## src/design/hcpm_pkg.sv

```systemverilog
// Shared types, constants and register codes for the height-to-color pixel mapper.
package hcpm_pkg;

    // Configuration register indexes
    localparam int CFG_IDX_W = 2;
    localparam logic [CFG_IDX_W-1:0] REG_COLOR_LOW  = 2'd0;
    localparam logic [CFG_IDX_W-1:0] REG_COLOR_MID  = 2'd1;
    localparam logic [CFG_IDX_W-1:0] REG_COLOR_HIGH = 2'd2;
    localparam logic [CFG_IDX_W-1:0] REG_COLOR_PEAK = 2'd3;

    localparam int COLOR_W = 24;
    localparam int CHAN_W  = 8;
    localparam int NUM_CHAN = 3;
    localparam int HEIGHT_W = 16;
    localparam int IDX_W   = 18;
    localparam int PIXEL_W = 32;

    localparam logic [COLOR_W-1:0] COLOR_LOW_RST  = 24'd496916;
    localparam logic [COLOR_W-1:0] COLOR_MID_RST  = 24'd1397897;
    localparam logic [COLOR_W-1:0] COLOR_HIGH_RST = 24'd6316128;
    localparam logic [COLOR_W-1:0] COLOR_PEAK_RST = 24'd16777215;

    // Segment geometry
    localparam int D_W = 10;
    localparam logic [D_W-1:0] SEG_SPAN = 10'd600;
    localparam logic signed [HEIGHT_W-1:0] SEG1_BASE   = 16'sd600;
    localparam logic signed [HEIGHT_W-1:0] SEG2_BASE   = 16'sd1200;
    localparam logic signed [HEIGHT_W-1:0] TOP_CAP     = 16'sd1599;
    localparam logic signed [HEIGHT_W-1:0] WATER_FLOOR = -16'sd511;
    localparam int MAG_W = 9;
    localparam logic [CHAN_W-1:0] CHAN_MAX = 8'd255;
    localparam logic [CHAN_W-1:0] ALPHA    = 8'd255;

    // Exact floor(s/600) for s < 2^18: q = (s * RECIP) >> RECIP_SHIFT
    localparam int SUM_W       = 18;
    localparam int RECIP_W     = 19;
    localparam int RECIP_SHIFT = 28;
    localparam logic [RECIP_W-1:0] RECIP = 19'd447393;
    localparam int QPROD_W     = SUM_W + RECIP_W;

    // Default tiling
    localparam int GRID_TILES_DEF  = 64;
    localparam int TILE_PIXELS_DEF = 8;

    typedef logic [COLOR_W-1:0] color_t;

    // Decoded height: segment endpoints and offset, or the water shade
    typedef struct packed {
        logic              water;
        logic [CHAN_W-1:0] blue;
        logic [D_W-1:0]    d;
        color_t            c1;
        color_t            c2;
    } seg_t;

    // Per-stage load enables for the blend lanes
    typedef struct packed {
        logic s2;
        logic s3;
        logic s4;
    } adv_t;

endpackage

```

## src/design/hcpm_seg_sel.sv

```systemverilog
// Height decode: clamp, segment selection and water shade.
module hcpm_seg_sel (
    input  logic signed [hcpm_pkg::HEIGHT_W-1:0] height,
    input  hcpm_pkg::color_t                     color_low,
    input  hcpm_pkg::color_t                     color_mid,
    input  hcpm_pkg::color_t                     color_high,
    input  hcpm_pkg::color_t                     color_peak,
    output hcpm_pkg::seg_t                       seg
);

    logic [hcpm_pkg::MAG_W-1:0]             mag;
    logic signed [hcpm_pkg::HEIGHT_W-1:0]   hcap;
    logic signed [hcpm_pkg::HEIGHT_W-1:0]   hoff;

    // Clamp negative heights; the shade below halves the magnitude toward zero
    always_comb begin
        if (height < hcpm_pkg::WATER_FLOOR) begin
            mag = hcpm_pkg::MAG_W'(-hcpm_pkg::WATER_FLOOR);
        end else begin
            mag = hcpm_pkg::MAG_W'(-height);
        end
    end

    // Pick the segment and its offset
    always_comb begin
        hcap = (height > hcpm_pkg::TOP_CAP) ? hcpm_pkg::TOP_CAP : height;
        seg.water = height[hcpm_pkg::HEIGHT_W-1];
        seg.blue  = hcpm_pkg::CHAN_MAX - mag[hcpm_pkg::MAG_W-1:1];
        if (height < hcpm_pkg::SEG1_BASE) begin
            hoff   = height;
            seg.c1 = color_low;
            seg.c2 = color_mid;
        end else if (height < hcpm_pkg::SEG2_BASE) begin
            hoff   = height - hcpm_pkg::SEG1_BASE;
            seg.c1 = color_mid;
            seg.c2 = color_high;
        end else begin
            hoff   = hcap - hcpm_pkg::SEG2_BASE;
            seg.c1 = color_high;
            seg.c2 = color_peak;
        end
        seg.d = hoff[hcpm_pkg::D_W-1:0];
    end

endmodule

```

## src/design/hcpm_chan_lane.sv

```systemverilog
// One color channel blend: weighted products, sum, exact divide by the span.
module hcpm_chan_lane (
    input  logic                          aclk,
    input  hcpm_pkg::adv_t                adv,
    input  logic [hcpm_pkg::CHAN_W-1:0]   c1,
    input  logic [hcpm_pkg::CHAN_W-1:0]   c2,
    input  logic [hcpm_pkg::D_W-1:0]      d,
    output logic [hcpm_pkg::CHAN_W-1:0]   q
);

    logic [hcpm_pkg::SUM_W-1:0]   p1_reg;
    logic [hcpm_pkg::SUM_W-1:0]   p2_reg;
    logic [hcpm_pkg::SUM_W-1:0]   sum_reg;
    logic [hcpm_pkg::CHAN_W-1:0]  q_reg;
    logic [hcpm_pkg::D_W-1:0]     dc;
    logic [hcpm_pkg::QPROD_W-1:0] qprod;

    assign dc    = hcpm_pkg::SEG_SPAN - d;
    assign qprod = hcpm_pkg::QPROD_W'(sum_reg) * hcpm_pkg::QPROD_W'(hcpm_pkg::RECIP);

    // Weight both endpoints
    always_ff @(posedge aclk) begin
        if (adv.s2) begin
            p1_reg <= hcpm_pkg::SUM_W'(c1) * hcpm_pkg::SUM_W'(dc);
            p2_reg <= hcpm_pkg::SUM_W'(c2) * hcpm_pkg::SUM_W'(d);
        end
    end

    // Add the weighted terms
    always_ff @(posedge aclk) begin
        if (adv.s3) begin
            sum_reg <= p1_reg + p2_reg;
        end
    end

    // Divide by the span through the reciprocal
    always_ff @(posedge aclk) begin
        if (adv.s4) begin
            q_reg <= qprod[hcpm_pkg::RECIP_SHIFT +: hcpm_pkg::CHAN_W];
        end
    end

    assign q = q_reg;

endmodule

```

## src/design/height_to_color_pixel_mapper_unit.sv

```systemverilog
// Height-to-color pixel mapper top level: config registers, stage control, index path.
// Takes one pixel request per cycle while s_ready is high. Each request passes four
// register stages (height decode, channel products, product sum, reciprocal divide),
// and its texture index and RGBA color leave from the last stage. The sustained rate
// is one pixel per clock while m_ready stays high.
// Requests for absent tiles are dropped at the input and give no result. Each
// stage holds under backpressure; bubbles between requests are squeezed out.
// Palette registers take effect on requests accepted after the write.
module height_to_color_pixel_mapper_unit #(
    parameter int GRID_TILES  = hcpm_pkg::GRID_TILES_DEF,
    parameter int TILE_PIXELS = hcpm_pkg::TILE_PIXELS_DEF
) (
    input  logic                                  aclk,
    input  logic                                  aresetn,
    input  logic                                  cfg_wr_en,
    input  logic [hcpm_pkg::CFG_IDX_W-1:0]        cfg_index,
    input  logic [hcpm_pkg::COLOR_W-1:0]          cfg_wdata,
    input  logic                                  s_valid,
    output logic                                  s_ready,
    input  logic [5:0]                            s_tile_row,
    input  logic [5:0]                            s_tile_col,
    input  logic [2:0]                            s_sub_row,
    input  logic [2:0]                            s_sub_col,
    input  logic signed [hcpm_pkg::HEIGHT_W-1:0]  s_height,
    input  logic                                  s_tile_present,
    output logic                                  m_valid,
    input  logic                                  m_ready,
    output logic [hcpm_pkg::IDX_W-1:0]            m_pixel_index,
    output logic [hcpm_pkg::PIXEL_W-1:0]          m_pixel_color
);

    localparam int IW = hcpm_pkg::IDX_W;
    localparam int CW = hcpm_pkg::CHAN_W;

    hcpm_pkg::color_t color_low_reg, color_mid_reg, color_high_reg, color_peak_reg;

    logic v1_reg, v2_reg, v3_reg, v4_reg;
    logic v1_next;
    logic rdy1, rdy2, rdy3, rdy4;
    hcpm_pkg::adv_t adv;

    hcpm_pkg::seg_t seg_dec;
    hcpm_pkg::seg_t seg1_reg;
    logic [IW-1:0]  idx_next;
    logic [IW-1:0]  idx1_reg, idx2_reg, idx3_reg, idx4_reg;
    logic           water2_reg, water3_reg, water4_reg;
    logic [CW-1:0]  blue2_reg, blue3_reg, blue4_reg;
    logic [CW-1:0]  q_chan [hcpm_pkg::NUM_CHAN];

    // Palette register writes
    always_ff @(posedge aclk) begin
        if (!aresetn) begin
            color_low_reg  <= hcpm_pkg::COLOR_LOW_RST;
            color_mid_reg  <= hcpm_pkg::COLOR_MID_RST;
            color_high_reg <= hcpm_pkg::COLOR_HIGH_RST;
            color_peak_reg <= hcpm_pkg::COLOR_PEAK_RST;
        end else if (cfg_wr_en) begin
            unique case (cfg_index)
                hcpm_pkg::REG_COLOR_LOW:  color_low_reg  <= cfg_wdata;
                hcpm_pkg::REG_COLOR_MID:  color_mid_reg  <= cfg_wdata;
                hcpm_pkg::REG_COLOR_HIGH: color_high_reg <= cfg_wdata;
                hcpm_pkg::REG_COLOR_PEAK: color_peak_reg <= cfg_wdata;
                default: ;
            endcase
        end
    end

    // Stage ready chain: a stage advances when empty or when the next one moves
    assign rdy4    = !v4_reg || m_ready;
    assign rdy3    = !v3_reg || rdy4;
    assign rdy2    = !v2_reg || rdy3;
    assign rdy1    = !v1_reg || rdy2;
    assign s_ready = rdy1;
    assign adv     = '{s2: rdy2, s3: rdy3, s4: rdy4};

    // Drop absent tiles at the input
    assign v1_next = rdy1 ? (s_valid && s_tile_present) : v1_reg;

    always_ff @(posedge aclk) begin
        if (!aresetn) begin
            v1_reg <= 1'b0;
            v2_reg <= 1'b0;
            v3_reg <= 1'b0;
            v4_reg <= 1'b0;
        end else begin
            v1_reg <= v1_next;
            if (rdy2) v2_reg <= v1_reg;
            if (rdy3) v3_reg <= v2_reg;
            if (rdy4) v4_reg <= v3_reg;
        end
    end

    // Texture index, wrapped to its width
    assign idx_next = (IW'(s_tile_row) * IW'(TILE_PIXELS) + IW'(s_sub_row))
                      * IW'(GRID_TILES * TILE_PIXELS)
                      + IW'(s_tile_col) * IW'(TILE_PIXELS) + IW'(s_sub_col);

    hcpm_seg_sel u_seg_sel (
        .height     (s_height),
        .color_low  (color_low_reg),
        .color_mid  (color_mid_reg),
        .color_high (color_high_reg),
        .color_peak (color_peak_reg),
        .seg        (seg_dec)
    );

    // Stage 1: decoded height and index
    always_ff @(posedge aclk) begin
        if (rdy1) begin
            seg1_reg <= seg_dec;
            idx1_reg <= idx_next;
        end
    end

    // Carry index and water shade alongside the blend lanes
    always_ff @(posedge aclk) begin
        if (rdy2) begin
            idx2_reg   <= idx1_reg;
            water2_reg <= seg1_reg.water;
            blue2_reg  <= seg1_reg.blue;
        end
        if (rdy3) begin
            idx3_reg   <= idx2_reg;
            water3_reg <= water2_reg;
            blue3_reg  <= blue2_reg;
        end
        if (rdy4) begin
            idx4_reg   <= idx3_reg;
            water4_reg <= water3_reg;
            blue4_reg  <= blue3_reg;
        end
    end

    // One blend lane per color channel
    for (genvar k = 0; k < hcpm_pkg::NUM_CHAN; k++) begin : g_lane
        hcpm_chan_lane u_lane (
            .aclk (aclk),
            .adv  (adv),
            .c1   (seg1_reg.c1[k*CW +: CW]),
            .c2   (seg1_reg.c2[k*CW +: CW]),
            .d    (seg1_reg.d),
            .q    (q_chan[k])
        );
    end

    // Result assembly
    assign m_valid       = v4_reg;
    assign m_pixel_index = idx4_reg;
    assign m_pixel_color = water4_reg
                         ? {hcpm_pkg::ALPHA, blue4_reg, {(2*CW){1'b0}}}
                         : {hcpm_pkg::ALPHA, q_chan[2], q_chan[1], q_chan[0]};

    // Present requests enter stage 1, absent ones never do
    a_present_enters: assert property (@(posedge aclk) disable iff (!aresetn)
        (s_valid && s_ready && s_tile_present) |=> v1_reg)
        else $error("present request did not enter the pipeline");

    a_absent_dropped: assert property (@(posedge aclk) disable iff (!aresetn)
        (s_valid && s_ready && !s_tile_present) |=> !v1_reg)
        else $error("absent request entered the pipeline");

    // A held stage keeps its request while the one after it is stalled
    a_stage3_holds: assert property (@(posedge aclk) disable iff (!aresetn)
        (v3_reg && !rdy4) |=> (v3_reg && $stable(idx3_reg)))
        else $error("stage 3 request lost under backpressure");

    a_stage1_holds: assert property (@(posedge aclk) disable iff (!aresetn)
        (v1_reg && !rdy2) |=> (v1_reg && $stable(idx1_reg)))
        else $error("stage 1 request lost under backpressure");

endmodule
```

## config.mk

```make
export PLATFORM = sky130hd
export DESIGN_NAME = height_to_color_pixel_mapper_unit
export DESIGN_NICKNAME = d
export VERILOG_FILES = /design/src/design/hcpm_pkg.sv /design/src/design/hcpm_seg_sel.sv /design/src/design/hcpm_chan_lane.sv /design/src/design/height_to_color_pixel_mapper_unit.sv
export SDC_FILE = /design/constraint.sdc
export NUM_CORES = 2
export LEC_CHECK = 0
export BUFFER_PORTS_ARGS = -buffer_cell sky130_fd_sc_hd__buf_2
export CORE_UTILIZATION = 40
export DETAILED_ROUTE_END_ITERATION = 10
export GPL_ROUTABILITY_DRIVEN = 0
export SLEW_MARGIN = 15
export SYNTH_ARGS = -nofsm -noshare
export SYNTH_HDL_FRONTEND = slang
export SYNTH_HIERARCHICAL = 1
export SYNTH_SLANG_ARGS = --single-unit
```

## constraint.sdc

```tcl
create_clock -name aclk -period 14.39 [get_ports aclk]
set_input_delay 2.878 -clock aclk [delete_from_list [all_inputs] [get_ports aclk]]
set_output_delay 2.878 -clock aclk [all_outputs]
set_load 0.01 [all_outputs]
```

==> impl_metrics.ini <==
[worst_hold_path]
worstHoldPathType = register to register
hold_start = idx2_reg[1]
holdPathEnd = idx3_reg[1]
hold_path_depth = 0

[yosys]
synth_seq_area_share_pct = 25.33
syn_inst = 4720
synth_cell_types = 95
yosys.area.top_type_share_pct = 25.04
synth_compound_area_share_pct = 6.825
synth-warning-count = 6
synth_top_area_cell = fa_1
syn-mean-instance-area_um2 = 10.52
yosys.area_share.simple_pct = 11.23
synth-async-reset-ratio_pct = 0
syn_area_um2 = 49640
synth_top_family_by_area = adder cells
ys.flop_type = edfxtp_1
synthXorXnorAreaFrac_pct = 3.282
synth.area.mux_share_pct = 2.057
synth_fa_ha_area_share_pct = 42.53
synth.area.top_cells = fa_1, edfxtp_1, ha_1
synth_edf_count = 352
ys_seq_elements = 452

[floorplan]
die_area_um2 = 125500
die_h_um = 354.3
core_area_um2 = 122500
rows = 128
ios = 118
initial_core_util_pct = 40.52
die_x_um = 354.3

[cells_and_area]
num-nets-final = 6170
largest_register_ffs = 67
layout_common_cells = inv_1, ha_1, fa_1, edfxtp_1, nand2_1
fill_cells = 11660
final_common_cell = inv_1
layout-drive-gt1-share_pct = 5.405
synthToLayoutAreaGrowth_pct = 7.874

[drt]
remaining_drc_errors = 0
vias_per_cell = 4.892
wl_um = 103500
ant_nets = 0
vias = 31580
drt-initial-drc-count = 1717
drt_pass1_iterations = 7
wl_per_cell_um = 16.03

[setup_path]
path_class = input port to output port
reg2reg_slack_ns = 8.26
required_ns = 11.51
timing.rr.start = g_lane[1].u_lane/sum_reg[16]
start_kind = input port
rr_endpoint = g_lane[1].u_lane/q[7]
r2r_cells = 18
crit_fanout = 30
cp_slowest_cell = and4b_1
timing.critical_path.max_delay_family = simple AND/OR/NAND/NOR gates
crit_buf_inv = 2
worstPathCellList = buf_2, and4b_1, nand2_4, buf_2
startpoint = m_ready
crit_arrival_ns = 4.01
critPathMaxStageDelay_ns = 0.41
end_kind = output port
crit_path_frequent_cell = buf_2

[global_route]
antenna_found_initial = 3
grt_start_max_net_pins = 118
overflow = 0
first_global_vias = 32950
grt_pass1_wl_um = 172900
grt_usage_pct = 16.92

[place]
place_hpwl_um = 83220
portBuffers = 109

[sta]
post-route-min-period_ns = 6.893
min_period_over_period_pct = 47.90
relSlewSlack_pct = 24.84
tightestPinTransition_ns = 1.127
fin_tns_setup_ns = 0
finalMaxSlewViolations = 0
finalClockSkew_ns = 0.03227
setup_viol = 0
grt_setup_unrepaired = no
fmax_mhz = 145.1
hold_violations = 0

[clock_network]
cts_sinks = 452
clock_latency_ns = 0.63
holdBufCountCts = 0
root_buffer = clkbuf_16
cts_tree = yes
cts_buffer_depth = 3
cts.reportedPaths.clkPinSlew_ns = 0.06
numCtsBuffers = 51
ctsResizeCount = 0
cts.htree.levels = 2
cts_setup_buffers = 0

[run_status]
outcome = completed

[run]
cap_violations = 0
==> worst max path at each step <==
stage,cells after the start,slack [ns],endpoint
2_1_floorplan,2,6.57,s_ready
3_3_place_gp,4,7.47,s_ready
3_5_place_dp,4,7.46,s_ready
4_1_cts,4,7.46,s_ready
5_1_grt,4,7.44,s_ready
6_report,4,7.50,s_ready
==> worst reg2reg max path, stage by stage, from the launching register on <==
cell       delay [ns]
edfxtp_1         0.51
fa_1             0.57
fa_1             0.44
fa_1             0.56
inv_1            0.06
fa_1             0.53
inv_1            0.06
fa_1             0.53
inv_1            0.05
fa_1             0.53
inv_1            0.04
ha_1             0.33
a21oi_1          0.25
nor2_1           0.10
a2111oi_4        0.41
o21ai_4          0.11
o311a_4          0.40
a311oi_2         0.29
xnor2_1          0.10
==> cells in the mapped netlist (6+ instances only) <==
library cell	count
buf_2	23
a211oi_1	18
o21ai_1	22
nand3_1	43
fa_1	621
a21oi_1	132
or3_1	13
a21boi_0	6
and3_1	17
nor3_1	44
o21a_1	22
buf_4	13
nand2b_1	29
o21ai_0	69
o21bai_1	14
and2_1	251
a222oi_1	48
nand2_1	318
mux2i_1	93
inv_1	991
nand4_1	19
a21o_1	47
xor2_1	42
or2_2	11
ha_1	694
dfxtp_1	100
mux2_2	8
a31oi_1	14
o211ai_1	16
clkbuf_1	76
edfxtp_1	352
xnor2_1	144
nor2b_1	163
nor2_1	122
buf_6	10
==> area by class of cell <==
type,instances,area [um2],area share [%]
antenna,1,2.502,0.004673
clock buffer,63,1364,2.547
clock inverter,30,354.1,0.6612
inverter,993,3734,6.972
multi-input combinational,3160,32780,61.21
sequential,452,12570,23.48
tap,1625,2033,3.797
timing repair buffer,131,713.2,1.332
==> kinds of logic after synthesis <==
group,Yosys count
other,1
AO/OA/AOI/OAI,483
multiplexers,101
XOR/XNOR,186
flip-flops,452
adder cells (fa/ha/maj),1315
AND/OR/NAND/NOR,1067
buffers and inverters,1115
==> per-stage QoR <==
stage	hold slack [ns]	setup WS, ns	area [um2]	util, %	std cells
2_1_floorplan	0.4003	6.568	49670	-	4727
3_3_place_gp	0.4000	7.468	51830	42.30	6361
3_5_place_dp	0.4045	7.459	51830	42.30	6361
4_1_cts	0.3914	7.460	53550	43.71	6454
5_1_grt	0.4061	7.437	53550	43.71	6454
6_report	0.4010	7.497	53550	43.71	6455
==> routing by layer <==
metal	global-route usage, %	share of wire, %
met5	0	0
met4	3.017	1.4
met3	2.046	3.6
met2	27.07	45
met1	24.77	50
Power is left out: the tool's default activity adds up to more than one toggle a clock period on the data nets, which glitch-free logic cannot reach.
